`src/design/lphm_pkg.sv`:
```
//------------------------------------------------------------------------------
// lphm_pkg
// Shared types, request and status codes, and hash helpers for the
// linear probing hash map.
//------------------------------------------------------------------------------
`default_nettype none

package lphm_pkg;

	typedef enum logic [1:0] {
		REQ_LOOKUP = 2'd0,
		REQ_INSERT = 2'd1,
		REQ_DELETE = 2'd2,
		REQ_CLEAR  = 2'd3
	} req_t;

	typedef enum logic [1:0] {
		ST_OK        = 2'd0,
		ST_NOT_FOUND = 2'd1,
		ST_FULL      = 2'd2
	} st_t;

	localparam logic [31:0] HASH_C1 = 32'h85ebca6b;
	localparam logic [31:0] HASH_C2 = 32'hc2b2ae35;

	typedef struct packed {
		logic load;
		logic res_zero;
		logic zero_op;
		logic clr_step;
		logic hash_a;
		logic hash_nk;
		logic hash_b;
		logic set_home;
		logic rd_en;
		logic rd_nb;
		logic probe_end;
		logic probe_next;
		logic del_end;
		logic del_latch;
		logic del_step;
		logic finish;
	} cmd_t;

	typedef struct packed {
		req_t req;
		logic key_zero;
		logic rd_hit;
		logic rd_empty;
		logic clr_last;
	} sts_t;

	function automatic logic [31:0] hash_mix1(input logic [31:0] k);
		logic [31:0] t;
		t = k ^ (k >> 16);
		return t * HASH_C1;
	endfunction

	function automatic logic [31:0] hash_mix2(input logic [31:0] k);
		logic [31:0] t;
		t = k ^ (k >> 13);
		return t * HASH_C2;
	endfunction

	function automatic logic [31:0] hash_final(input logic [31:0] k);
		return k ^ (k >> 16);
	endfunction

endpackage

`default_nettype wire

```
`src/design/lphm_ctrl.sv`:
```
//------------------------------------------------------------------------------
// lphm_ctrl
// Controller: sequences hashing, probing, backward-shift delete and the
// table clearing sweep.
//------------------------------------------------------------------------------
`default_nettype none

module lphm_ctrl import lphm_pkg::*; (
	input  wire logic clk,
	input  wire logic arst_n,
	input  wire logic start,
	output logic      busy,
	input  wire sts_t sts,
	output cmd_t      cmd
);

	typedef enum logic [12:0] {
		S_IDLE = 13'b0000000000001,
		S_DISP = 13'b0000000000010,
		S_CLR  = 13'b0000000000100,
		S_HA   = 13'b0000000001000,
		S_HB   = 13'b0000000010000,
		S_HOME = 13'b0000000100000,
		S_PRD  = 13'b0000001000000,
		S_PCMP = 13'b0000010000000,
		S_DRD  = 13'b0000100000000,
		S_DCHK = 13'b0001000000000,
		S_DHA  = 13'b0010000000000,
		S_DHB  = 13'b0100000000000,
		S_DCMP = 13'b1000000000000
	} state_t;

	state_t state_q, state_d;
	logic   report_q, report_d;

	always_comb begin
		cmd      = '0;
		state_d  = state_q;
		report_d = report_q;
		case (state_q)
			S_IDLE: begin
				if (start) begin
					cmd.load = 1'b1;
					state_d  = S_DISP;
				end
			end
			S_DISP: begin
				if (sts.req == REQ_CLEAR) begin
					cmd.res_zero = 1'b1;
					report_d     = 1'b1;
					state_d      = S_CLR;
				end else if (sts.key_zero) begin
					cmd.zero_op = 1'b1;
					cmd.finish  = 1'b1;
					state_d     = S_IDLE;
				end else begin
					cmd.hash_a = 1'b1;
					state_d    = S_HB;
				end
			end
			S_CLR: begin
				cmd.clr_step = 1'b1;
				if (sts.clr_last) begin
					cmd.finish = report_q;
					report_d   = 1'b0;
					state_d    = S_IDLE;
				end
			end
			S_HA: begin
				cmd.hash_a = 1'b1;
				state_d    = S_HB;
			end
			S_HB: begin
				cmd.hash_b = 1'b1;
				state_d    = S_HOME;
			end
			S_HOME: begin
				cmd.set_home = 1'b1;
				state_d      = S_PRD;
			end
			S_PRD: begin
				cmd.rd_en = 1'b1;
				state_d   = S_PCMP;
			end
			S_PCMP: begin
				if (sts.rd_hit || sts.rd_empty) begin
					cmd.probe_end = 1'b1;
					if (sts.req == REQ_DELETE && sts.rd_hit) begin
						state_d = S_DRD;
					end else begin
						cmd.finish = 1'b1;
						state_d    = S_IDLE;
					end
				end else begin
					cmd.probe_next = 1'b1;
					state_d        = S_PRD;
				end
			end
			S_DRD: begin
				cmd.rd_en = 1'b1;
				cmd.rd_nb = 1'b1;
				state_d   = S_DCHK;
			end
			S_DCHK: begin
				if (sts.rd_empty) begin
					cmd.del_end = 1'b1;
					cmd.finish  = 1'b1;
					state_d     = S_IDLE;
				end else begin
					cmd.del_latch = 1'b1;
					state_d       = S_DHA;
				end
			end
			S_DHA: begin
				cmd.hash_a  = 1'b1;
				cmd.hash_nk = 1'b1;
				state_d     = S_DHB;
			end
			S_DHB: begin
				cmd.hash_b = 1'b1;
				state_d    = S_DCMP;
			end
			S_DCMP: begin
				cmd.del_step = 1'b1;
				state_d      = S_DRD;
			end
			default: begin
				state_d = S_IDLE;
			end
		endcase
	end

	always_ff @(posedge clk or negedge arst_n) begin
		if (!arst_n) begin
			state_q  <= S_CLR;
			report_q <= 1'b0;
		end else begin
			state_q  <= state_d;
			report_q <= report_d;
		end
	end

	assign busy = state_q != S_IDLE;

endmodule

`default_nettype wire

```
`config.mk`:
```
export PLATFORM = sky130hd
export DESIGN_NAME = lphm_ctrl
export DESIGN_NICKNAME = d
export VERILOG_FILES = /design/src/design/lphm_pkg.sv /design/src/design/lphm_ctrl.sv
export SDC_FILE = /design/constraint.sdc
export NUM_CORES = 1
export LEC_CHECK = 0
export BUFFER_PORTS_ARGS = -buffer_cell sky130_fd_sc_hd__buf_2
export CAP_MARGIN = 5
export CORE_MARGIN = 2
export CORE_UTILIZATION = 44
export DETAILED_ROUTE_END_ITERATION = 8
export PLACE_DENSITY = 0.69
export SYNTH_ARGS = -nofsm -noshare
export SYNTH_HDL_FRONTEND = slang
export SYNTH_SLANG_ARGS = --single-unit
```
`constraint.sdc`:
```
create_clock -name clk -period 2.5 [get_ports clk]
set_input_delay 0.25 -clock clk [delete_from_list [all_inputs] [get_ports clk]]
set_output_delay 0.25 -clock clk [all_outputs]
set_load 0.005 [all_outputs]
```
==> results.sh, run 1 <==
export IMPL_run_status="complete, no violations"
export IMPL_fin_crit_ps=2260
export IMPL_cts_buffers_inserted=3
export IMPL_antenna_found_initial=0
export IMPL_drt_iter0_markers=12
export IMPL_diodes=0
export IMPL_synth_avg_cell_area_um2=9.33
export IMPL_grt_pass1_wl_um=3770
export IMPL_wl_met3_um=88
export IMPL_synth_distinct_cells=43
export IMPL_core_area_um2=1980
export IMPL_die_area_um2=2510
export IMPL_groute_usage_overall_pct=20.2
export IMPL_hold_viol_final=0
export IMPL_dp_hpwl_um=1710
export IMPL_ys_top_cells_by_count="dfrtp_1 (12), nor2_1 (12), nor2b_1 (6), nor4b_1 (6)"
export IMPL_cts_htree_levels=1
export IMPL_die_h_um=50.1
export IMPL_wire_per_inst_um=14.5
export IMPL_initial_core_util_pct=47.1
export IMPL_p_sw_share_pct=38.8
export IMPL_syn_num_nets=109
export IMPL_mappedNetlistArea_um2=933
export IMPL_num_io_pins=26
export IMPL_finClkSkew_ps=3.98
export IMPL_gp_congestion=0.830
export IMPL_timing_setup_tns_ps=0
export IMPL_multi_input_area_um2=581
export IMPL_clk_latency_ps=290
export IMPL_seq_area_um2=327
export IMPL_p_leak_nw=0.547
export IMPL_drv_slew=0
export IMPL_wirelength_met1_um=1050
export IMPL_highest_layer="met4"
export IMPL_slew_headroom_pct=65.7
export IMPL_worst_pin_slew_ps=508
export IMPL_path_cells="or4_4 > nor4_4 > nand3_2 > nand3_1 > buf_2"
export IMPL_rsz0062_at_grt="false"
export IMPL_antenna_left=0
export IMPL_cellPowerDensity_nw_per_um2=608
export IMPL_synth_top_area_share_pct=32.2
export IMPL_endpoint_kind="output pin"
export IMPL_dr_wl_met2_um=1040
export IMPL_drive_above_1_share_pct=33.1
export IMPL_synth_top_area_cell="dfrtp_1"
export IMPL_path_class="register to output pin"
export IMPL_cts_path_max_buffers=2
export IMPL_vias=883
export IMPL_p_int_mw=0.415
export IMPL_path_max_fanout=6
export IMPL_syn_inst=100
export IMPL_postPlaceCellArea_um2=1080
export IMPL_cp_start_kind="register"
export IMPL_ys_seq_area_share_pct=35.0
export IMPL_hold_class="input port to register"
export IMPL_irDropWorstVdd_mv=0.315
export IMPL_clkTransAtPathRegs_ps=80
export IMPL_p_sw_mw=0.262
export IMPL_fp_row_count=16
export IMPL_drc_errors=0
export IMPL_finalWirelength_um=2230
export IMPL_fillerInstances=189
export IMPL_synth_area_leaders="dfrtp_1 (32%), nor4b_1 (5.6%), nor2_1 (4.8%)"
export IMPL_setup_viol=0
export IMPL_path_delay_family="simple AND/OR/NAND/NOR gates"
export IMPL_cts_num_sinks=13
export IMPL_viasPerCell=5.73
export IMPL_critPathMaxStageDelay_ps=610
export IMPL_fmax_mhz=443
export IMPL_synth_edff_count=0
export IMPL_clockPowerShare_pct=20.3
export IMPL_cts_tree="built"
export IMPL_yosysWarnings=0
export IMPL_cts_resized=0
export IMPL_cap_violations=0
export IMPL_syn_to_final_growth_pct=19.3
export IMPL_yosys_most_used_dff="dfrtp_1"
export IMPL_power_frac_comb_pct=36.2
export IMPL_fp_dieW_um=50.1
export IMPL_cp_required_ps=2250
export IMPL_crit_slowest_cell="or4_4"
export IMPL_postLayoutCoreUtil_pct=56.2
export IMPL_synth_seq_cells=13
export IMPL_synthArstFlopShare_pct=100
export IMPL_cts_root_buf="clkbuf_4"
export IMPL_period_share_pct=90.3
export IMPL_cp_arrival_ps=2010
export IMPL_critical_path_buf_inv_count=1
export IMPL_fin_nets=137
export IMPL_seq_power_share_pct=43.4
export IMPL_grt_pass1_vias=819
export IMPL_grt_max_degree=14
export IMPL_fin_area_um2=1110
export IMPL_drtPass1Iterations=4
export IMPL_io_buffer_count=25
export IMPL_grt_overflow=0
flip-flops by register name, summed over array words and instances, names as in the netlist:
register	flops
report_q	1
state_q	12
worst paths after layout:
path | start | end | slack (ps) | depth (start not counted)
max | state_q[9] | cmd[0] | 240 | 5
max in group asynchronous | arst_n | state_q[2] | 1840 | 2
max reg2reg | state_q[9] | state_q[0] | 700 | 4
min in group asynchronous | arst_n | state_q[11] | 370 | 2
min | sts[0] | report_q | 180 | 2
min reg2reg | report_q | report_q | 570 | 1
repair_timing:
item | 4_1_cts | 5_1_grt
buffers inserted | 0 | 0
hold buffers | 1 | 0
endpoints found under the hold margin | 12 | 0
setup endpoints to repair | 0 | 0
cell families after synthesis:
family | share of synthesized area (%)
AO/OA/AOI/OAI | 13.8
XOR/XNOR | 1.88
buffers and inverters | 2.81
flip-flops | 35.0
AND/OR/NAND/NOR | 46.5
power by group through the flow:
| stage | Clock, mW | Combinational [mW] | Sequential, mW |
|---|---|---|---|
| 2_1_floorplan | 0 | 0.204 | 0.263 |
| 4_1_cts | 0.142 | 0.249 | 0.295 |
| 3_3_place_gp | 0 | 0.244 | 0.296 |
| 5_1_grt | 0.151 | 0.281 | 0.302 |
| 3_5_place_dp | 0 | 0.247 | 0.299 |
| 6_report | 0.138 | 0.245 | 0.294 |
layout make-up:
cell class,instances,area share (%)
Sequential cell,13,29.3
Multi-Input combinational cell,81,52.1
Tap cell,27,3.03
Inverter,3,1.01
Timing Repair Buffer,26,12.1
Clock buffer,4,2.36
per-stage QoR:
| stage | cells | power [mW] | hold slack (ps) | setup slack (ps) |
|---|---|---|---|---|
| after floorplan | 100 | 0.466 | -45.6 | 661 |
| after global placement | 149 | 0.539 | 157 | 587 |
| after detailed placement | 149 | 0.546 | 157 | 546 |
| after CTS | 154 | 0.686 | 169 | 221 |
| after global routing | 154 | 0.733 | 187 | 61.9 |
| final | 154 | 0.677 | 177 | 243 |
layout by cell type, fill, tap and decap left out, drive strengths merged, types with 2 or more instances in the layout:
| cell | instances |
|---|---|
| dfrtp | 12 |
| nor2 | 13 |
| nor4 | 4 |
| and2 | 2 |
| o21ai | 3 |
| nor3 | 6 |
| nand2b | 2 |
| inv | 3 |
| clkbuf | 4 |
| and3 | 3 |
| nand3 | 5 |
| nor4b | 6 |
| xor2 | 2 |
| nand2 | 4 |
| buf | 25 |
| or2 | 2 |
| nor2b | 6 |
| or4 | 2 |
| and4 | 5 |
routing by layer:
metal  up-vias  global-route usage [%]
met5         -                       0
met4         0                    12.0
met3         5                    3.03
met2        21                    31.8
met1       416                    25.9
li1        441                       -
Note: power is estimated with default switching activity, not from simulation.
==> inputs of run 2 (changes only) <==
PLACE_DENSITY = not set   (was 0.69)
PLACE_DENSITY_LB_ADDON = 0.05   (was not set)
==> run 2 against run 1 <==
First-iteration DRC count is 130% higher; design area is 0.11% higher; worst setup slack better by 6.6 ps; flip-flop and latch count stayed put; sequential power hardly changed; clock power is 5% lower; critical endpoint unchanged; highest routed layer unchanged.
==> results.sh, run 2 (synthesized netlist as in run 1, its figures left out) <==
export IMPL_dp_hpwl_um=1680
export IMPL_grt_pass1_wl_um=3630
export IMPL_syn_to_final_growth_pct=19.4
export IMPL_period_share_pct=90.0
export IMPL_cp_start_kind="register"
export IMPL_p_leak_nw=0.550
export IMPL_antenna_found_initial=0
export IMPL_hold_ws_ps=191
export IMPL_cts_num_sinks=13
export IMPL_die_h_um=50.1
export IMPL_antenna_left=0
export IMPL_rsz0062_at_grt="false"
export IMPL_clk_latency_ps=280
export IMPL_cp_required_ps=2250
export IMPL_setup_viol=0
export IMPL_cap_violations=0
export IMPL_io_buffer_count=25
export IMPL_vias=889
export IMPL_cts_buffers_inserted=3
export IMPL_timing_setup_tns_ps=0
export IMPL_cts_setup_buffers=0
export IMPL_path_class="register to output pin"
export IMPL_fp_dieW_um=50.1
export IMPL_grt_util_met3_pct=2.73
export IMPL_irDropWorstVdd_mv=0.282
export IMPL_cts_htree_levels=1
export IMPL_top_register="state_q"
export IMPL_grt_overflow=0
export IMPL_top_usage_layer="met2"
export IMPL_largest_registers="state_q (12), report_q (1)"
export IMPL_worst_pin_slew_ps=571
export IMPL_num_io_pins=26
export IMPL_drv_slew=0
export IMPL_finalWirelength_um=2140
export IMPL_cellPowerDensity_nw_per_um2=599
export IMPL_initial_core_util_pct=47.1
export IMPL_diodes=0
export IMPL_hold_viol_final=0
export IMPL_grt_pass1_vias=801
export IMPL_cts_root_buf="clkbuf_4"
export IMPL_cts_path_max_buffers=2
export IMPL_use_met1_pct=25.1
export IMPL_endpoint_kind="output pin"
export IMPL_groute_usage_overall_pct=18.9
export IMPL_hold_class="input port to register"
export IMPL_viasPerCell=5.77
export IMPL_fmax_mhz=444
export IMPL_finClkSkew_ps=0.486
export IMPL_clkTransAtPathRegs_ps=80
export IMPL_gp_congestion=0.874
export IMPL_largest_register_ffs=12
export IMPL_slew_headroom_pct=61.4
export IMPL_drive_above_1_share_pct=33.9
export IMPL_cp_arrival_ps=2000
export IMPL_cts_resized=0
export IMPL_core_area_um2=1980
export IMPL_fp_row_count=16
export IMPL_drtPass1Iterations=4
export IMPL_wire_per_inst_um=13.9
export IMPL_fin_crit_ps=2250
export IMPL_die_area_um2=2510
export IMPL_path_max_fanout=6
export IMPL_layout_commonest_cell="buf_2"
export IMPL_drt_iter0_markers=28
export IMPL_final_cell_mix="buf_2 (25), nor2_1 (12), dfrtp_1 (12)"
export IMPL_fin_nets=137
export IMPL_grt_max_degree=14
export IMPL_grt_use_met2_pct=30.9
export IMPL_run_status="complete, no violations"
export IMPL_drc_errors=0
export IMPL_cts_tree="built"
run 2: cell types whose count changed in the layout (fill, tap and decap cells not counted), sizes merged:
cell,before,now
clkbuf,4,3
clkinv,0,1
run 2: cell type report:
| type | count | area [µm²] |
|---|---|---|
| Sequential cell | 13 | 327 |
| Clock buffer | 3 | 22.5 |
| Inverter | 3 | 11.3 |
| Tap cell | 27 | 33.8 |
| Fill cell | 189 | 867 |
| Multi-Input combinational cell | 81 | 581 |
| Timing Repair Buffer | 26 | 135 |
| Clock inverter | 1 | 5.00 |
run 2: worst paths after layout:
kind,startpoint,to,slack [ps],cells after the start
max,state_q[9],cmd[0],250,5
min,sts[0],report_q,190,2
max reg2reg,state_q[9],state_q[0],690,4
min reg2reg,report_q,report_q,560,1
max in group asynchronous,arst_n,state_q[2],1840,2
min in group asynchronous,arst_n,report_q,380,2
run 2: where the power goes:
part           switching, mW  internal, mW
registers             0.0539         0.238
clock network         0.0713        0.0594
logic                  0.131         0.115
total                  0.256         0.412
run 2: critical path, stage by stage (launching register included):
cell     delay [ps]
dfrtp_1         440
or4_4           610
nor4_4          380
nand3_2         110
nand3_1          70
buf_2           120
run 2: per-stage QoR:
stage	area (µm²)	total power, mW	utilization [%]	worst slack, ps	instances
finish	1110	0.668	56.3	249	154
CTS	1110	0.668	56.3	237	154
global route	1110	0.720	56.3	106	154
floorplan	933	0.466	-	661	100
detailed placement	1080	0.537	54.4	551	149
global placement	1080	0.539	54.4	590	149
run 2: metal layers:
layer | share of wire (%) | vias to the layer above
met5 | 0 | -
met3 | 7.6 | 4
li1 | - | 440
met1 | 44 | 409
met4 | 1.6 | 0
met2 | 47 | 36
run 2: timing repair:
item | 4_1_cts | 5_1_grt
endpoints found under the hold margin | 12 | 0
endpoints found under the setup margin | 0 | 0
hold buffers | 1 | 0
==> inputs of run 3 (changes only) <==
CELL_PAD_IN_SITES_DETAIL_PLACEMENT = 2   (was not set)
CELL_PAD_IN_SITES_GLOBAL_PLACEMENT = 2   (was not set)
CORE_UTILIZATION = 32   (was 44)
==> run 3 against run 2 <==
First-iteration DRC count shrank 68%; cell count increased by 2.6%; critical path depth unchanged; die area is 34% higher; non-clock buffer count stayed put; clock skew grew 13 ps; register-to-register slack got worse by 90 ps; worst setup slack lost 24 ps; combinational power is 5% higher; design area is 0.45% higher; power increased by 2.7%; critical path type unchanged.
==> results.sh, run 3 (synthesized netlist as in run 1, its figures left out) <==
export IMPL_run_status="complete, no violations"
export IMPL_layout_commonest_cell="buf_2"
export IMPL_path_class="register to output pin"
export IMPL_antenna_left=0
export IMPL_grt_max_degree=14
export IMPL_slew_headroom_pct=62.0
export IMPL_cts_tree="built"
export IMPL_cp_start_kind="register"
export IMPL_p_sw_share_pct=39.9
export IMPL_drive_above_1_share_pct=33.9
export IMPL_finClkSkew_ps=13.1
export IMPL_period_share_pct=91.0
export IMPL_use_met1_pct=24.7
export IMPL_viasPerCell=5.68
export IMPL_p_int_mw=0.412
export IMPL_syn_to_final_growth_pct=20.0
export IMPL_fin_nets=137
export IMPL_largest_registers="state_q (12), report_q (1)"
export IMPL_grt_util_met3_pct=4.69
export IMPL_clockPowerShare_pct=19.7
export IMPL_power_frac_comb_pct=37.5
export IMPL_seq_power_share_pct=42.9
export IMPL_antenna_found_initial=0
export IMPL_cts_resized=0
export IMPL_cts_root_buf="clkbuf_4"
export IMPL_cp_required_ps=2250
export IMPL_cts_path_max_buffers=2
export IMPL_cap_violations=0
export IMPL_endpoint_kind="output pin"
export IMPL_p_sw_mw=0.274
export IMPL_fin_crit_ps=2270
export IMPL_cts_buffers_inserted=3
export IMPL_cp_arrival_ps=2020
export IMPL_irDropWorstVdd_mv=0.371
export IMPL_finalWirelength_um=2850
export IMPL_io_buffer_count=25
export IMPL_num_io_pins=26
export IMPL_drv_slew=0
export IMPL_top_register="state_q"
export IMPL_wire_per_inst_um=18.0
export IMPL_fmax_mhz=440
export IMPL_core_area_um2=2760
export IMPL_grt_overflow=0
export IMPL_fp_dieW_um=58.0
export IMPL_groute_usage_overall_pct=19.0
export IMPL_p_leak_nw=0.550
export IMPL_top_usage_layer="met2"
export IMPL_path_max_fanout=6
export IMPL_gp_congestion=0.739
export IMPL_grt_pass1_vias=955
export IMPL_final_cells=158
export IMPL_setup_viol=0
export IMPL_hold_ws_ps=196
export IMPL_fp_row_count=19
export IMPL_worst_pin_slew_ps=562
export IMPL_grt_use_met2_pct=32.0
export IMPL_drt_iter0_markers=9
export IMPL_vias=897
export IMPL_cts_num_sinks=13
export IMPL_drtPass1Iterations=4
export IMPL_die_area_um2=3360
export IMPL_rsz0062_at_grt="false"
export IMPL_hold_viol_final=0
export IMPL_die_h_um=58.0
export IMPL_hold_class="input port to register"
export IMPL_dp_hpwl_um=2310
export IMPL_drc_errors=0
export IMPL_initial_core_util_pct=33.8
export IMPL_clk_latency_ps=280
export IMPL_largest_register_ffs=12
export IMPL_final_cell_mix="buf_2 (25), nor2_1 (12), dfrtp_1 (12)"
export IMPL_timing_setup_tns_ps=0
export IMPL_grt_pass1_wl_um=4820
export IMPL_place_inst=153
export IMPL_cts_htree_levels=1
export IMPL_clkTransAtPathRegs_ps=90
export IMPL_diodes=0
export IMPL_cellPowerDensity_nw_per_um2=612
[run 3: cell counts in the layout (fill, tap and decap cells not counted)]
No cell type changed its count.
[run 3: metrics by stage]
step	utilization, %	worst slack [ps]	area (µm²)	total power, mW
4_1_cts	40.6	189	1120	0.698
3_3_place_gp	39.2	538	1080	0.550
6_report	40.6	226	1120	0.686
3_5_place_dp	39.2	517	1080	0.556
5_1_grt	40.6	45.0	1120	0.741
2_1_floorplan	-	661	933	0.466
[run 3: cell type report]
type                            count  area, µm²
Timing Repair Buffer               26        135
Multi-Input combinational cell     81        581
Fill cell                         314       1640
Clock inverter                      1       5.00
Inverter                            3       11.3
Sequential cell                    13        327
Tap cell                           31       38.8
Clock buffer                        3       22.5
[run 3: repair_timing]
action | 4_1_cts | 5_1_grt
hold endpoints to repair | 12 | 0
hold buffers | 1 | 0
buffers inserted | 0 | 0
[run 3: worst paths after layout]
| check | start | to | slack (ps) | cells past startpoint |
|---|---|---|---|---|
| worst max-delay path | state_q[9] | cmd[0] | 230 | 5 |
| worst min-delay path | sts[1] | state_q[10] | 200 | 2 |
| worst max register to register | state_q[9] | state_q[0] | 600 | 4 |
| worst min register to register | state_q[9] | state_q[12] | 560 | 1 |
| max in group asynchronous | arst_n | state_q[2] | 1820 | 2 |
| min in group asynchronous | arst_n | state_q[12] | 380 | 2 |
[run 3: power by group through the flow]
stage	Sequential (mW)	Clock, mW	Combinational [mW]
final	0.294	0.135	0.257
after global routing	0.301	0.152	0.288
after CTS	0.295	0.142	0.262
after detailed placement	0.298	0	0.258
after global placement	0.299	0	0.251
after floorplan	0.263	0	0.204
[run 3: worst max-delay path, stage by stage (launching register included)]
cell	delay, ps
dfrtp_1	440
or4_4	610
nor4_4	390
nand3_2	110
nand3_1	70
buf_2	110
[run 3: layer usage]
layer,wire [µm],vias up,share of wire (%)
met1,1290,436,45
met2,1410,21,49
met4,19,0,0.67
met5,0,-,0
li1,-,438,-
met3,138,2,4.8
